**src/sv/utv_pkg.sv**
```systemverilog
`default_nettype none

package utv_pkg;

  // Configuration register indexes.
  localparam int unsigned CfgIdxW = 2;
  localparam logic [CfgIdxW-1:0] CFG_MIN_LENGTH = 2'd0;
  localparam logic [CfgIdxW-1:0] CFG_MAX_LENGTH = 2'd1;

  localparam logic [7:0] MIN_LENGTH_RST = 8'd1;
  localparam logic [7:0] MAX_LENGTH_RST = 8'd32;

  // UTF-8 lead byte ranges and code point limits.
  localparam logic [7:0] ASCII_LAST = 8'h7f;
  localparam logic [7:0] LEAD2_FIRST = 8'hc2;
  localparam logic [7:0] LEAD2_LAST = 8'hdf;
  localparam logic [7:0] LEAD3_FIRST = 8'he0;
  localparam logic [7:0] LEAD3_LAST = 8'hef;
  localparam logic [7:0] LEAD4_FIRST = 8'hf0;
  localparam logic [7:0] LEAD4_LAST = 8'hf4;
  localparam logic [7:0] CONT_MASK = 8'hc0;
  localparam logic [7:0] CONT_TAG = 8'h80;

  localparam int unsigned CpW = 21;
  localparam logic [CpW-1:0] CP_MAX = 21'h10ffff;
  localparam logic [CpW-1:0] SURR_FIRST = 21'h00d800;
  localparam logic [CpW-1:0] SURR_LAST = 21'h00dfff;
  localparam logic [CpW-1:0] CLASS2_MIN = 21'h000080;
  localparam logic [CpW-1:0] CLASS3_MIN = 21'h000800;
  localparam logic [CpW-1:0] CLASS4_MIN = 21'h010000;

  localparam logic [1:0] CLASS_NONE = 2'd0;
  localparam logic [1:0] CLASS_TWO = 2'd1;
  localparam logic [1:0] CLASS_THREE = 2'd2;
  localparam logic [1:0] CLASS_FOUR = 2'd3;

  typedef struct packed {
    logic [1:0]     pending;
    logic [CpW-1:0] cp_acc;
    logic [1:0]     seq_class;
    logic           failed;
  } dec_state_t;

endpackage

`default_nettype wire

```
**src/sv/utf8_text_validator_unit.sv**
```systemverilog
`default_nettype none

// A string's verdict is offered from the result register once its final byte leaves the input register.
// Throughput: one byte per cycle while the result register can take each final byte; the
// input register feeds the decoder and length check, whose verdict lands in the result register.
// Reset clears the string state, all valid flags, and sets min_length to 1, max_length to 32.
module utf8_text_validator_unit #(
  parameter int unsigned MAX_TEXT_BYTES = 255
) (
  input  logic                          clk_i,
  input  logic                          rst_ni,
  input  logic                          in_valid_i,
  output logic                          in_stall_o,
  input  logic [7:0]                    text_byte_i,
  input  logic                          final_byte_i,
  output logic                          out_valid_o,
  input  logic                          out_stall_i,
  output logic                          text_ok_o,
  input  logic                          cfg_valid_i,
  output logic                          cfg_ready_o,
  input  logic [utv_pkg::CfgIdxW-1:0]   cfg_index_i,
  input  logic [7:0]                    cfg_data_i
);
  import utv_pkg::*;

  logic       in_valid_q, in_valid_d;
  logic [7:0] byte_q;
  logic       final_q;
  logic       out_valid_q, out_valid_d;
  logic       text_ok_q;
  logic [7:0] min_length_q, max_length_q;
  logic       res_free, advance, verdict;

  assign res_free   = !out_valid_q || !out_stall_i;
  // Bytes that end no string never need the result register.
  assign advance    = in_valid_q && (!final_q || res_free);
  assign in_stall_o = in_valid_q && !advance;

  assign cfg_ready_o = 1'b1;

  utv_tracker #(
    .MAX_TEXT_BYTES (MAX_TEXT_BYTES)
  ) u_tracker (
    .clk_i        (clk_i),
    .rst_ni       (rst_ni),
    .step_i       (advance),
    .byte_i       (byte_q),
    .final_i      (final_q),
    .min_length_i (min_length_q),
    .max_length_i (max_length_q),
    .verdict_o    (verdict)
  );

  assign in_valid_d  = in_stall_o ? in_valid_q : in_valid_i;
  assign out_valid_d = (advance && final_q) ? 1'b1 : (out_valid_q && out_stall_i);

  always_ff @(posedge clk_i or negedge rst_ni) begin
    if (!rst_ni) begin
      in_valid_q   <= 1'b0;
      out_valid_q  <= 1'b0;
      min_length_q <= MIN_LENGTH_RST;
      max_length_q <= MAX_LENGTH_RST;
    end else begin
      in_valid_q  <= in_valid_d;
      out_valid_q <= out_valid_d;
      if (cfg_valid_i && cfg_ready_o) begin
        unique case (cfg_index_i)
          CFG_MIN_LENGTH: min_length_q <= cfg_data_i;
          CFG_MAX_LENGTH: max_length_q <= cfg_data_i;
          default: ;
        endcase
      end
    end
  end

  always_ff @(posedge clk_i) begin
    if (!in_stall_o) begin
      byte_q  <= text_byte_i;
      final_q <= final_byte_i;
    end
    if (advance && final_q) begin
      text_ok_q <= verdict;
    end
  end

  assign out_valid_o = out_valid_q;
  assign text_ok_o   = text_ok_q;

endmodule

`default_nettype wire

```
**src/sv/utv_decode.sv**
```systemverilog
`default_nettype none

module utv_decode (
  input  utv_pkg::dec_state_t state_i,
  input  logic [7:0]          byte_i,
  output utv_pkg::dec_state_t state_o
);
  import utv_pkg::*;

  logic [CpW-1:0] cp_shift;
  logic [1:0]     pending_dec;
  logic [CpW-1:0] class_min;
  logic           cp_bad;

  assign cp_shift = {state_i.cp_acc[CpW-7:0], byte_i[5:0]};
  assign pending_dec = state_i.pending - 2'd1;

  always_comb begin
    unique case (state_i.seq_class)
      CLASS_TWO:   class_min = CLASS2_MIN;
      CLASS_THREE: class_min = CLASS3_MIN;
      default:     class_min = CLASS4_MIN;
    endcase
  end

  assign cp_bad = (cp_shift < class_min) || (cp_shift > CP_MAX) ||
                  ((cp_shift >= SURR_FIRST) && (cp_shift <= SURR_LAST));

  always_comb begin
    state_o = state_i;
    if (byte_i == 8'd0) begin
      state_o.failed = 1'b1;
    end
    if (state_i.pending == 2'd0) begin
      priority if (byte_i <= ASCII_LAST) begin
        state_o.pending = 2'd0;
      end else if (byte_i >= LEAD2_FIRST && byte_i <= LEAD2_LAST) begin
        state_o.cp_acc    = {{(CpW-5){1'b0}}, byte_i[4:0]};
        state_o.pending   = 2'd1;
        state_o.seq_class = CLASS_TWO;
      end else if (byte_i >= LEAD3_FIRST && byte_i <= LEAD3_LAST) begin
        state_o.cp_acc    = {{(CpW-4){1'b0}}, byte_i[3:0]};
        state_o.pending   = 2'd2;
        state_o.seq_class = CLASS_THREE;
      end else if (byte_i >= LEAD4_FIRST && byte_i <= LEAD4_LAST) begin
        state_o.cp_acc    = {{(CpW-3){1'b0}}, byte_i[2:0]};
        state_o.pending   = 2'd3;
        state_o.seq_class = CLASS_FOUR;
      end else begin
        state_o.failed = 1'b1;
      end
    end else if ((byte_i & CONT_MASK) != CONT_TAG) begin
      // A missing continuation byte closes the open sequence.
      state_o.failed    = 1'b1;
      state_o.pending   = 2'd0;
      state_o.cp_acc    = '0;
      state_o.seq_class = CLASS_NONE;
    end else if (pending_dec == 2'd0) begin
      if (cp_bad) begin
        state_o.failed = 1'b1;
      end
      state_o.pending   = 2'd0;
      state_o.cp_acc    = '0;
      state_o.seq_class = CLASS_NONE;
    end else begin
      state_o.cp_acc  = cp_shift;
      state_o.pending = pending_dec;
    end
  end

endmodule

`default_nettype wire

```
**src/sv/utv_tracker.sv**
```systemverilog
`default_nettype none

module utv_tracker #(
  parameter int unsigned MAX_TEXT_BYTES = 255
) (
  input  logic       clk_i,
  input  logic       rst_ni,
  input  logic       step_i,
  input  logic [7:0] byte_i,
  input  logic       final_i,
  input  logic [7:0] min_length_i,
  input  logic [7:0] max_length_i,
  output logic       verdict_o
);
  import utv_pkg::*;

  localparam int unsigned CntW = $clog2(MAX_TEXT_BYTES + 2);
  localparam int unsigned CmpW = (CntW > 8) ? CntW : 8;
  localparam logic [CntW-1:0] CntLimit = CntW'(MAX_TEXT_BYTES);

  logic [CntW-1:0] count_q, count_d, count_inc;
  dec_state_t      dec_q, dec_d, dec_next;
  logic [CmpW-1:0] count_cmp, min_cmp, max_cmp;
  logic            length_ok;

  utv_decode u_decode (
    .state_i (dec_q),
    .byte_i  (byte_i),
    .state_o (dec_next)
  );

  // The count stops one past the limit, so any longer string stays too long.
  assign count_inc = (count_q <= CntLimit) ? count_q + CntW'(1) : count_q;

  assign count_cmp = CmpW'(count_inc);
  assign min_cmp   = CmpW'(min_length_i);
  assign max_cmp   = CmpW'(max_length_i);
  assign length_ok = (count_cmp >= min_cmp) && (count_cmp <= max_cmp) &&
                     (count_inc <= CntLimit);

  assign verdict_o = !dec_next.failed && (dec_next.pending == 2'd0) && length_ok;

  always_comb begin
    count_d = count_q;
    dec_d   = dec_q;
    if (step_i) begin
      if (final_i) begin
        count_d = '0;
        dec_d   = '0;
      end else begin
        count_d = count_inc;
        dec_d   = dec_next;
      end
    end
  end

  always_ff @(posedge clk_i or negedge rst_ni) begin
    if (!rst_ni) begin
      count_q <= '0;
      dec_q   <= '0;
    end else begin
      count_q <= count_d;
      dec_q   <= dec_d;
    end
  end

endmodule

`default_nettype wire

```
**config.mk**
```make
export PLATFORM = sky130hd
export DESIGN_NAME = utf8_text_validator_unit
export DESIGN_NICKNAME = d
export VERILOG_FILES = /design/src/sv/utv_pkg.sv /design/src/sv/utf8_text_validator_unit.sv /design/src/sv/utv_decode.sv /design/src/sv/utv_tracker.sv
export SDC_FILE = /design/constraint.sdc
export NUM_CORES = 1
export LEC_CHECK = 0
export ABC_AREA = 1
export BUFFER_PORTS_ARGS = -buffer_cell sky130_fd_sc_hd__buf_2
export CORE_MARGIN = 2
export CORE_UTILIZATION = 55
export DETAILED_ROUTE_END_ITERATION = 10
export PLACE_DENSITY_LB_ADDON = 0.08
export SETUP_SLACK_MARGIN = 0.1
export SYNTH_ARGS = -nofsm -noshare
export SYNTH_HDL_FRONTEND = slang
export SYNTH_HIERARCHICAL = 1
export SYNTH_SLANG_ARGS = --single-unit
export TNS_END_PERCENT = 1
```
**constraint.sdc**
```tcl
create_clock -name clk_i -period 2.1 [get_ports clk_i]
set_input_delay 0.315 -clock clk_i [delete_from_list [all_inputs] [get_ports clk_i]]
set_output_delay 0.315 -clock clk_i [all_outputs]
set_load 0.01 [all_outputs]
```
# Word level (Yosys, flattened, before mapping)
# Cells that the tools add are included.
# W data, S select, Z words.
[totals]
romBits = 0
output_inout_bits = 4
reg_bits = 57
in_bits = 24
wordCells = 85
ram_bits = 0
memories = 0
latch_bits = 0
[classes]
bitwise_logic = 0
div_mod_pow = 0
mul = 0
eq_ne = 6
shifts = 0
n_lt_le_gt_ge = 15
n_reduce_logical = 31
mux = 19
addsub = 2
[ops]
columns = ["operator", "n"]
rows = [
  ["$mux W26", 3],
  ["$mux W25", 3],
  ["$pmux W17 S2", 1],
  ["$ge A8 B8 Y1 const B", 3],
  ["$le A8 B8 Y1 const B", 3],
  ["$mux W24", 1],
  ["$mux W23", 1],
  ["$ge A21 B16 Y1 const B", 1],
  ["$gt A21 B21 Y1 const B", 1],
  ["$le A21 B16 Y1 const B", 1],
  ["$lt A21 B17 Y1", 1],
  ["$le A9 B8 Y1 const B", 2],
  ["$mux W9", 2],
  ["$logic_and A1 B1 Y1", 12],
  ["$add A9 B1 Y9 const B", 1],
  ["$ge A9 B8 Y1", 1],
  ["$le A9 B8 Y1", 1],
  ["$le A8 B7 Y1 const B", 1],
  ["$logic_not A2 Y1", 4],
  ["$logic_not A8 Y1", 1],
  ["$mux W1", 6],
  ["$logic_not A1 Y1", 5],
  ["$ne A5 B2 Y1 const B", 1],
  ["$eq A2 B1 Y1 const B", 2],
  ["11 further kinds", 15],
]

# Depth between registers and ports, before layout
[logic_depth]
depth_word = 12
ltp_mapped = 19
depth_no_buf = 19

# Cells and area by module
# The synthesis kept the hierarchy.
[by_module_without_submodules]
columns = ["module", "cells_per_inst", "n_inst", "seq_area_each_um2", "area_each_um2"]
rows = [
  ["utv_tracker", 214, 1, 875.8, 1918.1],
  ["utf8_text_validator_unit", 96, 1, 753.2, 1106.1],
  ["utv_decode", 143, 1, 0.0, 720.7],
]

# Worst setup path before layout
# OpenSTA, ideal clock, no wires.
[synth_timing]
path_type = "register to register"
start = "reg u_tracker.count_q[0]"
end = "reg text_ok_q, in the netlist text_ok_o (data pin)"
synth_period_minus_slack_ns = 2.235
path_stages_with_launch = 19
t_required_ns = 1.844
n_path_buf = 0
path_slack_ns = -0.135
arrival_time_ns = 1.980
cell_sequence = "dfrtp_1 ha_1 nand2_1 nor2_1 nand2_1 nand2_4 nand2_1 o21ai_1 inv_1 ha_1 nand2_1 nor2_1 nand2_1 nand3_1 nand2_1 nand2_1 nand2_1 a21boi_0 nor2_1"
[synth_between]
elab_chain_cells = 6
elab_cells_between_ends = 9
[synth_rtl]
columns = ["element", "line_no", "source"]
rows = [
  ["from (decl)", "utv_tracker.sv:21", "logic [CntW-1:0] count_q, count_d, count_inc;"],
  ["from (signal assigned)", "utv_tracker.sv:62", "count_q <= count_d;"],
  ["$add A9 B1 Y9 / $le A9 B8 Y1 (equally long branches)", "utv_tracker.sv:33", "assign count_inc = (count_q <= CntLimit) ? count_q + CntW'(1) : count_q;"],
  ["$mux W9 *", "utv_tracker.sv:33", ""],
  ["$ge A9 B8 Y1 / $le A9 B8 Y1 (equally long branches)", "utv_tracker.sv:38", "assign length_ok = (count_cmp >= min_cmp) && (count_cmp <= max_cmp) &&"],
  ["$logic_and A1 B1 Y1", "utv_tracker.sv:38", ""],
  ["$logic_and A1 B1 Y1 *", "utv_tracker.sv:38", ""],
  ["$logic_and A1 B1 Y1 *", "utv_tracker.sv:41", "assign verdict_o = !dec_next.failed && (dec_next.pending == 2'd0) && length_ok;"],
  ["named net verdict", "utf8_text_validator_unit.sv:32", "logic res_free, advance, verdict;"],
  ["to (signal assigned)", "utf8_text_validator_unit.sv:82", "text_ok_q <= verdict;"],
  ["to (decl)", "utf8_text_validator_unit.sv:30", "logic text_ok_q;"],
]
# Mark *: on every way through the listed nets, which the timed path passes. The rest lies on a longest branch.
# A chain may end at the register's enable or synchronous reset.

# Worst setup path in the final report
[layout_timing]
start = "reg u_tracker.count_q[1]"
end = "reg text_ok_q, in the netlist text_ok_o (data pin)"
# Same word-level chain as after synthesis.

==> flow_summary.ini <==
[floorplan]
die_x_um = 83.7
core_mm2 = 0.00624
die_h_um = 83.7
start_util_pct = 55.9
rows = 29
dieArea_mm2 = 0.00700
num_io_pins = 28

[detailed_routing]
wl_per_cell_um = 13.3
final_antenna_net_count = 0
drt_iter0_drc = 143
via_per_inst = 5.19
finalWirelength_um = 7610
first_pass_iters = 6
num_vias = 2971
drcViolationCount = 0

[grt]
grt_max_degree = 27
grt_first_pass_wirelength_um = 13400
gr-usage-all-layers_pct = 24.1
antenna_found_initial = 0
grt_pass1_vias = 2985
grt-ovfl-total = 0

[worst_hold_path]
holdPathStages = 1
hp-class = in2reg

[clock_network]
cts.clk_slew.worst_paths_ns = 0.07
htreeDepth = 3
cts_made_buffers = 9
cts_tree = built
cts.sinks = 57
max-clock-path-buffers = 2
cts-root-buf = clkbuf_8
clk_latency_ns = 0.35

[finish]
design_area_mm2 = 0.00418
layout-drive-gt1-share_pct = 23.0
fin_cells = 572
area_growth_pct = 19.8
antennaDiodeCount = 0
nNetsFinal = 537
utilization_pct = 67.0

[run_status]
status = complete, but fails checks
violations = negative setup slack

[timing]
hold_viol = 0
finalSetupViolations = 1
worst_slack_ns = -0.208
finClkSkew_ns = 0.0139
rsz0062_at_grt = true
period_share_pct = 110
maxSlewViolCount = 0
fin_tns_setup_ns = -0.208
holdWs_ns = 0.146
fmax_ghz = 0.433
maxSlewHeadroom_pct = 64.8
tightest_slew_ns = 0.528
fin_crit_ns = 2.31

[pwr]
p_switching_mw = 0.936
seqPwrFrac_pct = 42.3
swShare_pct = 30.6
clockPowerShare_pct = 35.7
pwr-share-comb_pct = 22.0
power_mw = 3.06
power_density_mw_per_mm2 = 731
power.internal_mw = 2.12
ir_drop_uv = 480
p_leak_nw = 2.21

[critical_path]
cp.arrival_ns = 2.41
ff2ff_path_depth = 18
worst-endpoint-required_ns = 2.20
critPathKind = reg2reg
cp-start-kind = flop
worstPathMaxFanout = 6
crit_path_end_kind = flop

[flow_run]
drv_cap = 0

[place]
numPortBuffers = 26
dp_hpwl_um = 5470
place_congestion = 0.845
place_area_mm2 = 0.00392
placed_cells = 555
place_ws_ns = -0.301

[synthesis]
syn_avg_cell_area_um2 = 8.13
yosysWarnings = 6
synthCells = 429
synth_area_mm2 = 0.00349
syn_nets = 476
==> registers in the layout, summed over array words and instances (netlist names) <==
register / flops
u_tracker/dec_q: 20
u_tracker/count_q: 9
byte_q: 8
max_length_q: 8
min_length_q: 8
final_q: 1
in_valid_q: 1
out_valid_o: 1
text_ok_o: 1
==> critical path, stage by stage, from the launching register on <==
cell      delay [ns]
dfrtp_1         0.38
ha_2            0.20
nand2_2         0.07
nor2_4          0.12
nand2_4         0.07
nand2_4         0.10
inv_2           0.05
nand2_1         0.07
nand2_2         0.08
ha_1            0.28
nand2_1         0.07
nor2_2          0.13
nand2_1         0.06
nand3_1         0.06
nand2_1         0.06
nand2_1         0.05
nand2_1         0.04
a21boi_1        0.11
nor2_1          0.06
==> per-layer routing <==
layer / GRT usage, % / wire length, um / vias up / part of all wire (%)
met4: 9.53 / 121 / 0 / 1.6
met3: 4.95 / 290 / 10 / 3.8
met5: 0 / 0 / - / 0
met2: 36.7 / 3330 / 61 / 44
met1: 34.0 / 3860 / 1387 / 51
li1: - / - / 1513 / -
==> path summary, 6_finish.rpt <==
| check | start | end | slack (ns) |
|---|---|---|---|
| worst max-delay path | u_tracker/count_q[1]$_DFFE_PN0P_ | text_ok_o$_DFFE_PP_ | -0.21 |
| worst min-delay path | text_byte_i[7] | byte_q[7]$_DFFE_PN_ | 0.15 |
| worst max register to register | u_tracker/count_q[1]$_DFFE_PN0P_ | text_ok_o$_DFFE_PP_ | -0.21 |
| worst min register to register | max_length_q[5]$_DFFE_PN1P_ | max_length_q[5]$_DFFE_PN1P_ | 0.47 |
| max in group asynchronous | rst_ni | u_tracker/dec_q[0]$_DFFE_PN0P_ | 1.09 |
| min in group asynchronous | rst_ni | u_tracker/count_q[2]$_DFFE_PN0P_ | 0.48 |
==> cell usage in the layout (no fill, tap or decap), drive strengths merged, types with 2 or more instances in the layout <==
cell and count:
o211ai 2, edfxtp 10, o22ai 14, nand4 11, nor2 28, xor2 5
clkinvlp 2, inv 74, a21oi 8, o21ai 13, a22o 17, nor3 3
buf 61, ha 23, dfstp 2, nand2 130, clkbuf 12, nand3 24
dfrtp 45
==> cell type report <==
class,instances,area [um^2]
clock inverter,4,50.0
timing repair buffer,62,428
sequential,57,1480
multi-input combinational,286,1690
fill,529,2060
tap,77,96.3
clock buffer,12,156
inverter,74,280
==> power groups by stage <==
stage	Combinational (mW)	Clock, mW	Sequential, mW
after global routing	0.766	1.16	1.31
final	0.671	1.09	1.29
after CTS	0.662	1.11	1.29
after detailed placement	0.653	0	1.31
after global placement	0.631	0	1.31
after floorplan	0.432	0	1.30
==> what timing repair did <==
item                                   in CTS  in global routing
hold buffers                                1                  0
buffers inserted                            0                  0
endpoints found under the hold margin      19                  0
gates resized for setup                     7                  8
pin swaps                                   3                  7
setup endpoints to repair                   1                  2
Note: power is estimated with default switching activity, not from simulation.
